`src/hdl/assert_macros.svh`:
```
// Assertion helpers included by float32_arith_unit.sv.
`ifndef ASSERT_MACROS_SVH
`define ASSERT_MACROS_SVH

// Checks a property on every rising edge of clk while rst_n is high.
`define ASSERT_CLK(label, prop, msg) \
  label: assert property (@(posedge clk) disable iff (!rst_n) prop) else $error(msg);

// Checks an implication on every rising edge of clk while rst_n is high.
`define ASSERT_IMPL(label, pre, post, msg) \
  label: assert property (@(posedge clk) disable iff (!rst_n) (pre) |-> (post)) else $error(msg);

`endif

```
`src/hdl/fau_pkg.sv`:
```
package fau_pkg;

  typedef enum logic [3:0] {
    S_IDLE,
    S_DECODE,
    S_ALIGN,
    S_DPRE,
    S_DIV,
    S_NORM,
    S_DENORM,
    S_ROUND,
    S_OUT
  } state_t;

  localparam logic [1:0] CMD_ADD = 2'd0;
  localparam logic [1:0] CMD_SUB = 2'd1;
  localparam logic [1:0] CMD_MUL = 2'd2;
  localparam logic [1:0] CMD_DIV = 2'd3;

  localparam logic [1:0] RM_RTZ = 2'd0;
  localparam logic [1:0] RM_RNE = 2'd1;
  localparam logic [1:0] RM_RUP = 2'd2;
  localparam logic [1:0] RM_RDN = 2'd3;

  localparam logic [31:0] QNAN_BITS = 32'h7FC0_0000;
  localparam logic [31:0] INF_BITS  = 32'h7F80_0000;
  localparam logic [31:0] MAXF_BITS = 32'h7F7F_FFFF;

  localparam int unsigned EXP_W = 13;
  localparam int unsigned DIV_STEPS = 41;

  function automatic logic [31:0] overflow_bits(input logic s, input logic [1:0] mode);
    logic to_inf;
    to_inf = (mode == RM_RNE) || (mode == RM_RUP && !s) || (mode == RM_RDN && s);
    return {s, to_inf ? INF_BITS[30:0] : MAXF_BITS[30:0]};
  endfunction

endpackage

```
`src/hdl/float32_arith_unit.sv`:
```
// IEEE 754 binary32 add, subtract, multiply and divide with four rounding modes,
// subnormals, infinities, signed zeros and a canonical quiet NaN (0x7FC00000).
// One item is handled at a time: in_ready is high only when the unit is idle, and
// the result stays on out_result_bits until taken. Special operands are resolved
// in the decode state. An add or subtract aligns by shifting 8 or 1 bits a cycle
// and then runs the normalizing shift. A multiply uses the single 24x24 multiplier.
// A divide first prenormalizes subnormal operands, shifting one bit per cycle, then
// produces 41 quotient bits by radix-2 restoring division, plus a sticky bit.
// Subnormal results are shifted right before rounding.
`include "assert_macros.svh"

module float32_arith_unit (
  input  logic        clk,
  input  logic        rst_n,
  input  logic        cfg_we,
  input  logic [1:0]  cfg_wdata,
  input  logic        in_valid,
  output logic        in_ready,
  input  logic [1:0]  in_cmd,
  input  logic [31:0] in_operand_a,
  input  logic [31:0] in_operand_b,
  output logic        out_valid,
  input  logic        out_ready,
  output logic [31:0] out_result_bits
);
  import fau_pkg::*;

  state_t                  state_r, state_nxt;
  logic [1:0]              mode_r;
  logic [1:0]              cmd_r, cmd_nxt;
  logic [31:0]             a_r, a_nxt, b_r, b_nxt;
  logic                    sign_r, sign_nxt;
  logic                    sub_r, sub_nxt;
  logic signed [EXP_W-1:0] exp_r, exp_nxt;
  logic [63:0]             sig_r, sig_nxt;
  logic [63:0]             opb_r, opb_nxt;
  logic [24:0]             rem_r, rem_nxt;
  logic [6:0]              cnt_r, cnt_nxt;
  logic [31:0]             res_r, res_nxt;

  logic                    sa, sb, a_inf, b_inf, a_zero, b_zero, swap;
  logic [7:0]              xa, xb;
  logic [23:0]             ma, mb;
  logic signed [EXP_W-1:0] ea, eb, dd, ebias, shamt;
  logic [63:0]             sum;
  logic [24:0]             rdiff;
  logic                    ge, inc, half, rest;
  logic [23:0]             q24;
  logic [30:0]             rnd_bits;

  always_ff @(posedge clk) begin
    if (!rst_n) begin
      state_r <= S_IDLE;
      mode_r  <= RM_RNE;
    end else begin
      state_r <= state_nxt;
      if (cfg_we) begin
        mode_r <= cfg_wdata;
      end
    end
  end

  always_ff @(posedge clk) begin
    cmd_r  <= cmd_nxt;
    a_r    <= a_nxt;
    b_r    <= b_nxt;
    sign_r <= sign_nxt;
    sub_r  <= sub_nxt;
    exp_r  <= exp_nxt;
    sig_r  <= sig_nxt;
    opb_r  <= opb_nxt;
    rem_r  <= rem_nxt;
    cnt_r  <= cnt_nxt;
    res_r  <= res_nxt;
  end

  assign in_ready        = (state_r == S_IDLE);
  assign out_valid       = (state_r == S_OUT);
  assign out_result_bits = res_r;

  always_comb begin
    sa     = a_r[31];
    sb     = b_r[31];
    xa     = a_r[30:23];
    xb     = b_r[30:23];
    ma     = {(xa != 8'd0), a_r[22:0]};
    mb     = {(xb != 8'd0), b_r[22:0]};
    ea     = (xa == 8'd0) ? -13'sd149 : $signed({5'd0, xa}) - 13'sd150;
    eb     = (xb == 8'd0) ? -13'sd149 : $signed({5'd0, xb}) - 13'sd150;
    a_inf  = (xa == 8'hFF);
    b_inf  = (xb == 8'hFF);
    a_zero = (ma == 24'd0);
    b_zero = (mb == 24'd0);
    swap   = (ea < eb) || (ea == eb && ma < mb);
    dd     = swap ? eb - ea : ea - eb;
    sum    = sub_r ? sig_r - opb_r : sig_r + opb_r;
    rdiff  = rem_r - {1'b0, opb_r[23:0]};
    ge     = (rem_r >= {1'b0, opb_r[23:0]});
    ebias  = exp_r + 13'sd189;
    shamt  = 13'sd1 - ebias;
    q24    = sig_r[62:39];
    half   = sig_r[38];
    rest   = |sig_r[37:0];
    unique case (mode_r)
      RM_RNE: inc = half && (rest || q24[0]);
      RM_RUP: inc = !sign_r && (half || rest);
      RM_RDN: inc = sign_r && (half || rest);
      default: inc = 1'b0;
    endcase
    rnd_bits = {exp_r[7:0] - 8'd1, 23'd0} + {7'd0, q24} + {30'd0, inc};

    state_nxt = state_r;
    cmd_nxt   = cmd_r;
    a_nxt     = a_r;
    b_nxt     = b_r;
    sign_nxt  = sign_r;
    sub_nxt   = sub_r;
    exp_nxt   = exp_r;
    sig_nxt   = sig_r;
    opb_nxt   = opb_r;
    rem_nxt   = rem_r;
    cnt_nxt   = cnt_r;
    res_nxt   = res_r;

    unique case (state_r)
      S_IDLE: begin
        if (in_valid) begin
          cmd_nxt   = in_cmd;
          a_nxt     = in_operand_a;
          b_nxt     = (in_cmd == CMD_SUB) ? {~in_operand_b[31], in_operand_b[30:0]}
                                          : in_operand_b;
          state_nxt = S_DECODE;
        end
      end
      S_DECODE: begin
        state_nxt = S_OUT;
        if ((a_inf && a_r[22:0] != 23'd0) || (b_inf && b_r[22:0] != 23'd0)) begin
          res_nxt = QNAN_BITS;
        end else begin
          case (cmd_r) inside
            CMD_ADD, CMD_SUB: begin
              if (a_inf || b_inf) begin
                res_nxt = (a_inf && b_inf && sa != sb) ? QNAN_BITS : (a_inf ? a_r : b_r);
              end else if (a_zero && b_zero) begin
                res_nxt = (sa == sb) ? {sa, 31'd0} : {(mode_r == RM_RDN), 31'd0};
              end else if (a_zero) begin
                res_nxt = b_r;
              end else if (b_zero) begin
                res_nxt = a_r;
              end else begin
                sign_nxt  = swap ? sb : sa;
                sub_nxt   = (sa != sb);
                exp_nxt   = (swap ? eb : ea) - 13'sd38;
                sig_nxt   = {2'd0, (swap ? mb : ma), 38'd0};
                opb_nxt   = {2'd0, (swap ? ma : mb), 38'd0};
                cnt_nxt   = (dd > 13'sd62) ? 7'd63 : dd[6:0];
                state_nxt = S_ALIGN;
              end
            end
            CMD_MUL: begin
              if (a_inf || b_inf) begin
                res_nxt = ((a_inf && !b_inf && b_zero) || (b_inf && !a_inf && a_zero))
                          ? QNAN_BITS : {sa ^ sb, INF_BITS[30:0]};
              end else if (a_zero || b_zero) begin
                res_nxt = {sa ^ sb, 31'd0};
              end else begin
                sign_nxt  = sa ^ sb;
                exp_nxt   = ea + eb;
                sig_nxt   = {16'd0, {24'd0, ma} * {24'd0, mb}};
                state_nxt = S_NORM;
              end
            end
            default: begin
              if (a_inf && b_inf) begin
                res_nxt = QNAN_BITS;
              end else if (a_inf) begin
                res_nxt = {sa ^ sb, INF_BITS[30:0]};
              end else if (b_inf) begin
                res_nxt = {sa ^ sb, 31'd0};
              end else if (b_zero) begin
                res_nxt = a_zero ? QNAN_BITS : {sa ^ sb, INF_BITS[30:0]};
              end else if (a_zero) begin
                res_nxt = {sa ^ sb, 31'd0};
              end else begin
                sign_nxt  = sa ^ sb;
                exp_nxt   = ea - eb - 13'sd41;
                sig_nxt   = {40'd0, ma};
                opb_nxt   = {40'd0, mb};
                state_nxt = S_DPRE;
              end
            end
          endcase
        end
      end
      S_ALIGN: begin
        if (cnt_r >= 7'd8) begin
          opb_nxt = {8'd0, opb_r[63:8]} | {63'd0, |opb_r[7:0]};
          cnt_nxt = cnt_r - 7'd8;
        end else if (cnt_r != 7'd0) begin
          opb_nxt = {1'b0, opb_r[63:1]} | {63'd0, opb_r[0]};
          cnt_nxt = cnt_r - 7'd1;
        end else if (sum == 64'd0) begin
          res_nxt   = {(mode_r == RM_RDN), 31'd0};
          state_nxt = S_OUT;
        end else begin
          sig_nxt   = sum;
          state_nxt = S_NORM;
        end
      end
      S_DPRE: begin
        if (!sig_r[23]) begin
          sig_nxt = {sig_r[62:0], 1'b0};
          exp_nxt = exp_r - 13'sd1;
        end else if (!opb_r[23]) begin
          opb_nxt = {opb_r[62:0], 1'b0};
          exp_nxt = exp_r + 13'sd1;
        end else begin
          rem_nxt   = sig_r[24:0];
          sig_nxt   = 64'd0;
          cnt_nxt   = 7'(DIV_STEPS);
          state_nxt = S_DIV;
        end
      end
      S_DIV: begin
        if (cnt_r != 7'd0) begin
          sig_nxt = {sig_r[62:0], ge};
          rem_nxt = {(ge ? rdiff[23:0] : rem_r[23:0]), 1'b0};
          cnt_nxt = cnt_r - 7'd1;
        end else begin
          sig_nxt   = {sig_r[62:0], (rem_r != 25'd0)};
          state_nxt = S_NORM;
        end
      end
      S_NORM: begin
        if (sig_r[62:55] == 8'd0) begin
          sig_nxt = {sig_r[55:0], 8'd0};
          exp_nxt = exp_r - 13'sd8;
        end else if (!sig_r[62]) begin
          sig_nxt = {sig_r[62:0], 1'b0};
          exp_nxt = exp_r - 13'sd1;
        end else if (ebias >= 13'sd255) begin
          res_nxt   = overflow_bits(sign_r, mode_r);
          state_nxt = S_OUT;
        end else if (ebias < 13'sd1) begin
          exp_nxt   = 13'sd1;
          cnt_nxt   = (shamt > 13'sd63) ? 7'd63 : shamt[6:0];
          state_nxt = S_DENORM;
        end else begin
          exp_nxt   = ebias;
          state_nxt = S_ROUND;
        end
      end
      S_DENORM: begin
        if (cnt_r >= 7'd8) begin
          sig_nxt = {8'd0, sig_r[63:8]} | {63'd0, |sig_r[7:0]};
          cnt_nxt = cnt_r - 7'd8;
        end else if (cnt_r != 7'd0) begin
          sig_nxt = {1'b0, sig_r[63:1]} | {63'd0, sig_r[0]};
          cnt_nxt = cnt_r - 7'd1;
        end else begin
          state_nxt = S_ROUND;
        end
      end
      S_ROUND: begin
        res_nxt   = (rnd_bits >= INF_BITS[30:0]) ? overflow_bits(sign_r, mode_r)
                                                 : {sign_r, rnd_bits};
        state_nxt = S_OUT;
      end
      S_OUT: begin
        if (out_ready) begin
          state_nxt = S_IDLE;
        end
      end
      default: state_nxt = S_IDLE;
    endcase
  end

  `ASSERT_IMPL(a_ready_excl, in_ready, !out_valid, "in_ready and out_valid both high")
  `ASSERT_CLK(a_busy_after_accept, (in_valid && in_ready) |=> !in_ready, "ready after accept")
  `ASSERT_CLK(a_div_count, (state_r == S_DIV && cnt_r != 7'd0) |=> (cnt_r == $past(cnt_r) - 7'd1), "division step count")
  `ASSERT_IMPL(a_norm_top, state_r == S_NORM, !sig_r[63], "significand overflowed")

endmodule
```
`config.mk`:
```
export PLATFORM = sky130hd
export DESIGN_NAME = float32_arith_unit
export DESIGN_NICKNAME = d
export VERILOG_FILES = /design/src/hdl/fau_pkg.sv /design/src/hdl/float32_arith_unit.sv
export VERILOG_INCLUDE_DIRS = /design/src /design/src/hdl
export SDC_FILE = /design/constraint.sdc
export NUM_CORES = 2
export LEC_CHECK = 0
export BUFFER_PORTS_ARGS = -buffer_cell sky130_fd_sc_hd__buf_4
export CORE_MARGIN = 3
export CORE_UTILIZATION = 55
export DETAILED_ROUTE_END_ITERATION = 10
export PLACE_DENSITY_LB_ADDON = 0.3
export SLEW_MARGIN = 20
export SYNTH_ARGS = -nofsm -noshare
export SYNTH_HDL_FRONTEND = slang
export SYNTH_SLANG_ARGS = --single-unit
```
`constraint.sdc`:
```
create_clock -name clk -period 12.73 [get_ports clk]
set_clock_uncertainty 0.05 [all_clocks]
set_input_delay 1.9095 -clock clk [delete_from_list [all_inputs] [get_ports clk]]
set_output_delay 1.9095 -clock clk [all_outputs]
set_load 0.1 [all_outputs]
```
**After elaboration in Yosys (flattened, before gate mapping)**

Cells that the tools add are included.

- Add/subtract/negate cells: 20
- Multipliers: 1
- $lt $le $gt $ge: 9
- Equality and inequality tests: 79
- Muxes and demuxes: 165
- Bitwise operators: 11
- Reductions and logical operators: 65

Operator list:

| kind | count |
|---|---|
| $mux W64 | 40 |
| $mux W32 | 26 |
| $pmux W64 S6 | 1 |
| $mux W13 | 24 |
| $pmux W64 S3 | 1 |
| $pmux W32 S4 | 1 |
| $or A63 B1 Y63 | 2 |
| $mux W7 | 16 |
| $or A56 B1 Y56 | 2 |
| $mux W4 | 27 |
| $mux W24 | 4 |
| $mux W25 | 3 |
| $add A64 B64 Y64 | 1 |
| $logic_not A64 Y1 | 1 |
| $sub A64 B64 Y64 | 1 |
| $ne A2 B2 Y1 const B | 28 |
| $pmux W25 S2 | 1 |
| $logic_not A24 Y1 | 2 |
| $mul A24 B24 Y48 | 1 |
| $ne A3 B3 Y1 const B | 16 |
| $reduce_bool A23 Y1 | 2 |
| $pmux W13 S3 | 1 |
| $reduce_or A38 Y1 | 1 |
| $pmux W4 S9 | 1 |
| other kinds (72) | 147 |

- Bits in registers: 279
- Input port bits: 73
- Word-level logic and storage cells: 366

**Depth between registers and ports, before layout**

- Depth after elaboration: 15
- Gate-level depth with buffers: 31
- Gate-level depth less buffers: 29

**Worst setup path before layout**

Ideal clock, no wire load.

- Path kind: reg-to-reg
- Start: register opb_r[32]
- End: register sig_r[0] (enable)
- Setup time: 0.571 ns
- Arrival time: 9.428 ns
- Data required time: 12.109 ns
- Slack: 2.681 ns
- Cell stages (with the launch flop): 28
- Path buffers: 1
- Cell sequence: edfxtp_1 clkbuf_1 or3_1 nor3_1 nand3_1 or3_1 nor3_1 and3_1 and2_1 and3b_1 nand2_1 nor2_1 a21oi_1 xnor2_1 ha_1 a21oi_1 o21ai_0 a21o_1 a21o_1 a21o_1 a21oi_1 a31oi_1 o2111ai_1 nor3_1 nand4_1 or3_1 o21ai_2 nor3b_1

- Longest elaborated chain between the ends: 5
- Elaborated cells on any way between the ends: 6
- Classes of those cells: 2 x add/sub; 1 x eq/ne; 1 x mux; 2 x reduce/logical

Ends and longest elaborated chain:

| item | line | source |
|---|---|---|
| start: declaration | float32_arith_unit.sv:36 | `logic [63:0] opb_r, opb_nxt;` |
| start signal: assignment | float32_arith_unit.sv:71 | `opb_r <= opb_nxt;` |
| $add A64 B64 Y64 / $sub A64 B64 Y64 (equally long branches) | float32_arith_unit.sv:96 | `sum = sub_r ? sig_r - opb_r : sig_r + opb_r;` |
| $mux W64 * | float32_arith_unit.sv:96 |  |
| $logic_not A64 Y1 * | float32_arith_unit.sv:202 | `end else if (sum == 64'd0) begin` |
| $ne A2 B2 Y1 (no line) * | - |  |
| $reduce_and A19 Y1 (no line) * | - |  |
| end signal: assignment | float32_arith_unit.sv:70 | `sig_r <= sig_nxt;` |
| end: declaration | float32_arith_unit.sv:35 | `logic [63:0] sig_r, sig_nxt;` |

Every way passes the cells marked *; elsewhere a longest branch is shown, timed or not.
A chain may end at the register's enable or synchronous reset.

**Worst setup path after layout**

- Start: register b_r[24]
- End: register sig_r[41], data pin

- Longest elaborated chain between the ends: 13
- Elaborated cells on any way between the ends: 21
- Classes of those cells: 1 x add/sub; 1 x mul; 2 x order compare; 1 x eq/ne; 12 x mux; 4 x reduce/logical

Ends and longest elaborated chain:

| item | line | source |
|---|---|---|
| start: declaration | float32_arith_unit.sv:31 | `logic [31:0] a_r, a_nxt, b_r, b_nxt;` |
| start signal: assignment | float32_arith_unit.sv:66 | `b_r <= b_nxt;` |
| parallel branches: the longest is 10 deep, another holds $mul A24 B24 Y48 | - |  |
| $mux W64 * | float32_arith_unit.sv:140 | `case (cmd_r) inside` |
| $mux W64 * | float32_arith_unit.sv:137 | `if ((a_inf && a_r[22:0] != 23'd0) \|\| (b_inf && b_r[22:0] != 23'd0)) begin` |
| $pmux W64 S6 * | float32_arith_unit.sv:125 | `unique case (state_r)` |
| via sig_nxt[41] | float32_arith_unit.sv:35 |  |

Mark *: on every way through the listed nets, which the timed path passes. The select of a mux whose other input is x is not followed.

==> qor_table.md <==
| Item | Value | Unit |
| --- | --- | --- |
| Combined area of all synthesized cells | 46000 | um2 |
| Largest net degree at the start of global routing | 81 | - |
| Post-synthesis cell type with the largest combined area | fa_1 | - |
| Resized cells post-CTS | 0 | - |
| Flop and latch count out of synthesis | 279 | - |
| Top-area cell type share of the netlist area | 21.2 | % |
| H-tree level count | 2 | - |
| Unrepaired setup endpoints after global routing | no | - |
| Cell at the slowest stage of the critical path | edfxtp_1 | - |
| Maximum count of clock buffers along a single path | 3 | - |
| CTS buffer count | 38 | - |
| Setup Viol. Count Final | 0 | - |
| Worst R2R Setup Slack | 4160 | ps |
| Final min period | 8570 | ps |
| Width of the die | 295 | um |
| DRT Pass-1 Iters | 9 | - |
| Die Outline Area | 87200 | um2 |
| Kind of critical path | reg -> reg | - |
| Number of flops mapped to enable cells by yosys | 273 | - |
| Register area share after synthesis | 18.1 | % |
| Floorplan core area | 82500 | um2 |
| Cells after Synth | 5548 | - |
| Number of DRC markers after the initial detailed-route iteration | 5516 | - |
| Number of maximum-capacitance constraint violations | 0 | - |
| Max Fanout on Critical Path | 29 | - |
| Upper clock frequency limit | 117 | MHz |
| Layout Area Growth over Synthesis | 6.22 | % |
| Tcrit/Tclk final | 67.3 | % |
| CP most frequent cell | fa_1 | - |
| CP required | 13010 | ps |
| Clock-pin slew reported for the worst setup and hold paths after clock tree synthesis | 70 | ps |
| Vias per cell | 6.55 | - |
| Worst min path class | reg -> reg | - |
| Synthesized Nets | 6463 | - |
| Crit path DAT | 8850 | ps |
| Die height | 295 | um |
| Result of the run | complete, no violations | - |
| Fraction of final layout cells sized beyond drive strength 1 | 5.69 | % |
| Initial Utilization | 55.8 | % |
| Hold Fails Final Rpt | 0 | - |
| Number of ports placed on the die boundary | 107 | - |
| Final Net Count | 6332 | - |
| Via count of the first global-routing pass | 42049 | - |
| Multi-input logic area | 33900 | um2 |
| Slew margin rel. | 22.1 | % |
| Avg Cell Area, Syn | 8.30 | um2 |
| Final Max Slew Viols | 0 | - |
| Post-detailed-route wirelength per cell | 26.2 | um |
| Synth warnings | 0 | - |
| Post-route DRC | 0 | - |
| Post-synth cell types | 85 | - |
| Biggest area contributors in the synthesized netlist | fa_1 21%, edfxtp_1 18%, ha_1 9.6% | - |
| Total negative slack for setup checks | 0 | ps |
| Global-route wire length before repair | 257000 | um |
| # fillers | 7399 | - |
| Startpoint Class | flip-flop | - |
| Type of element capturing the critical path | flip-flop | - |
| Clk Tree Root Cell | clkbuf_16 | - |
| Most common cell in the synthesized netlist | nand2_1 | - |
| Final weighted congestion in routability-driven placement | 1.05 | - |
| Flip-flop cell with the highest count after synthesis | edfxtp_1 | - |
| List of most frequent post-synthesis cells | 726 x nand2_1, 665 x inv_1, 487 x fa_1 | - |
| TritonCTS clock tree | yes | - |
| Sum of net half-perimeters after detailed placement | 125000 | um |
| Post-CTS setup buffers | 0 | - |
| Site row count | 105 | - |
| CTS sink cnt | 279 | - |
| GRT Util Overall | 38.9 | % |
| Synth async-reset ratio | 0 | % |
| Vias after detailed routing | 42680 | - |
| Insertion delay to the later sink of the worst-skew pair | 610 | ps |
| Least-Margin Pin Slew | 1160 | ps |
| Quantity of I/O buffers inserted on ports | 106 | - |
| Number of buffers inserted by hold repair at cts | 0 | - |
| Overall routed net length | 171000 | um |
| Total congestion overflow after global routing | 0 | - |
| Initial antenna violation count | 12 | - |
| Count of antenna-violating nets left after detailed routing | 0 | - |
| Largest stage delay on the critical path | 560 | ps |
| Register Area | 8320 | um2 |
## cells by family (layout without fill, tap and decap cells)
logic type | Yosys count | in the layout | share of synthesized area, %
compound gates | 1320 | 1320 | 18.1
xor+xnor | 274 | 274 | 5.21
fa+ha+maj | 842 | 842 | 30.8
buf+inv | 1036 | 934 | 8.49
flops | 279 | 279 | 18.1
mux | 79 | 79 | 1.73
other cells | 0 | 5 | 0
simple gates | 1718 | 1718 | 17.6
## worst paths after layout
check | end | cells past startpoint | start
worst max-delay path | sig_r[41] | 28 | b_r[24]
worst min-delay path | mode_r[0] | 2 | mode_r[0]
worst max register to register | sig_r[41] | 28 | b_r[24]
worst min register to register | mode_r[0] | 2 | mode_r[0]
## registers in the layout, indices dropped and copies added, names as in the netlist
signal,cells
state_r,4
rem_r,25
mode_r,2
opb_r,64
exp_r,13
b_r,32
cmd_r,2
cnt_r,7
sig_r,64
sign_r,1
out_result_bits,32
sub_r,1
a_r,32
## stage by stage
step	hold slack (ps)	instance area [um2]	cells	utilization, %	setup WS, ps
2_1_floorplan	420	46000	5548	-	2680
3_3_place_gp	463	47600	6446	57.6	4380
3_5_place_dp	470	47600	6447	57.7	4410
4_1_cts	484	48900	6516	59.3	4360
5_1_grt	548	48900	6516	59.3	3560
6_report	483	48900	6521	59.3	4160
## layout by cell type (no fill, tap or decap), types with 64 or more instances in the layout
master and n:
nor2_1 306, buf_4 196, nand2_1 724, xor2_1 77, xnor2_1 197, ha_1 355, o21ai_0 277, mux2i_1 76
nor3_1 80, and2_1 226, a21o_1 96, a21oi_1 454, edfxtp_1 273, nand3_1 64, fa_1 487, inv_1 665
## area by class of cell
class | count | share of cell area, %
timing repair buffer | 197 | 3.07
multi-input combinational | 4233 | 69.4
tap | 1070 | 2.74
sequential | 279 | 17.0
clock buffer | 42 | 2.02
clock inverter | 27 | 0.647
antenna | 5 | 0.0256
inverter | 668 | 5.13
## worst max-delay path, delay by kind of cell, from the launching register on
kind	cells	cell delay, ps
adders and majority gates	8	4000
AOI/OAI and AO/OA	11	2380
and+or+nand+nor	6	940
DFF	1	560
buffers and inverters	3	370
## routing by layer
| layer | wire length (um) | up-vias | track usage (%) |
|---|---|---|---|
| li1 | - | 18575 | - |
| met1 | 62900 | 20482 | 50.2 |
| met2 | 73700 | 2949 | 59.4 |
| met3 | 23600 | 664 | 11.6 |
| met4 | 10400 | 10 | 20.0 |
| met5 | 69 | - | 0.108 |
Power is left out: the tool's default activity adds up to more than one toggle a clock period on the data nets, which glitch-free logic cannot reach.
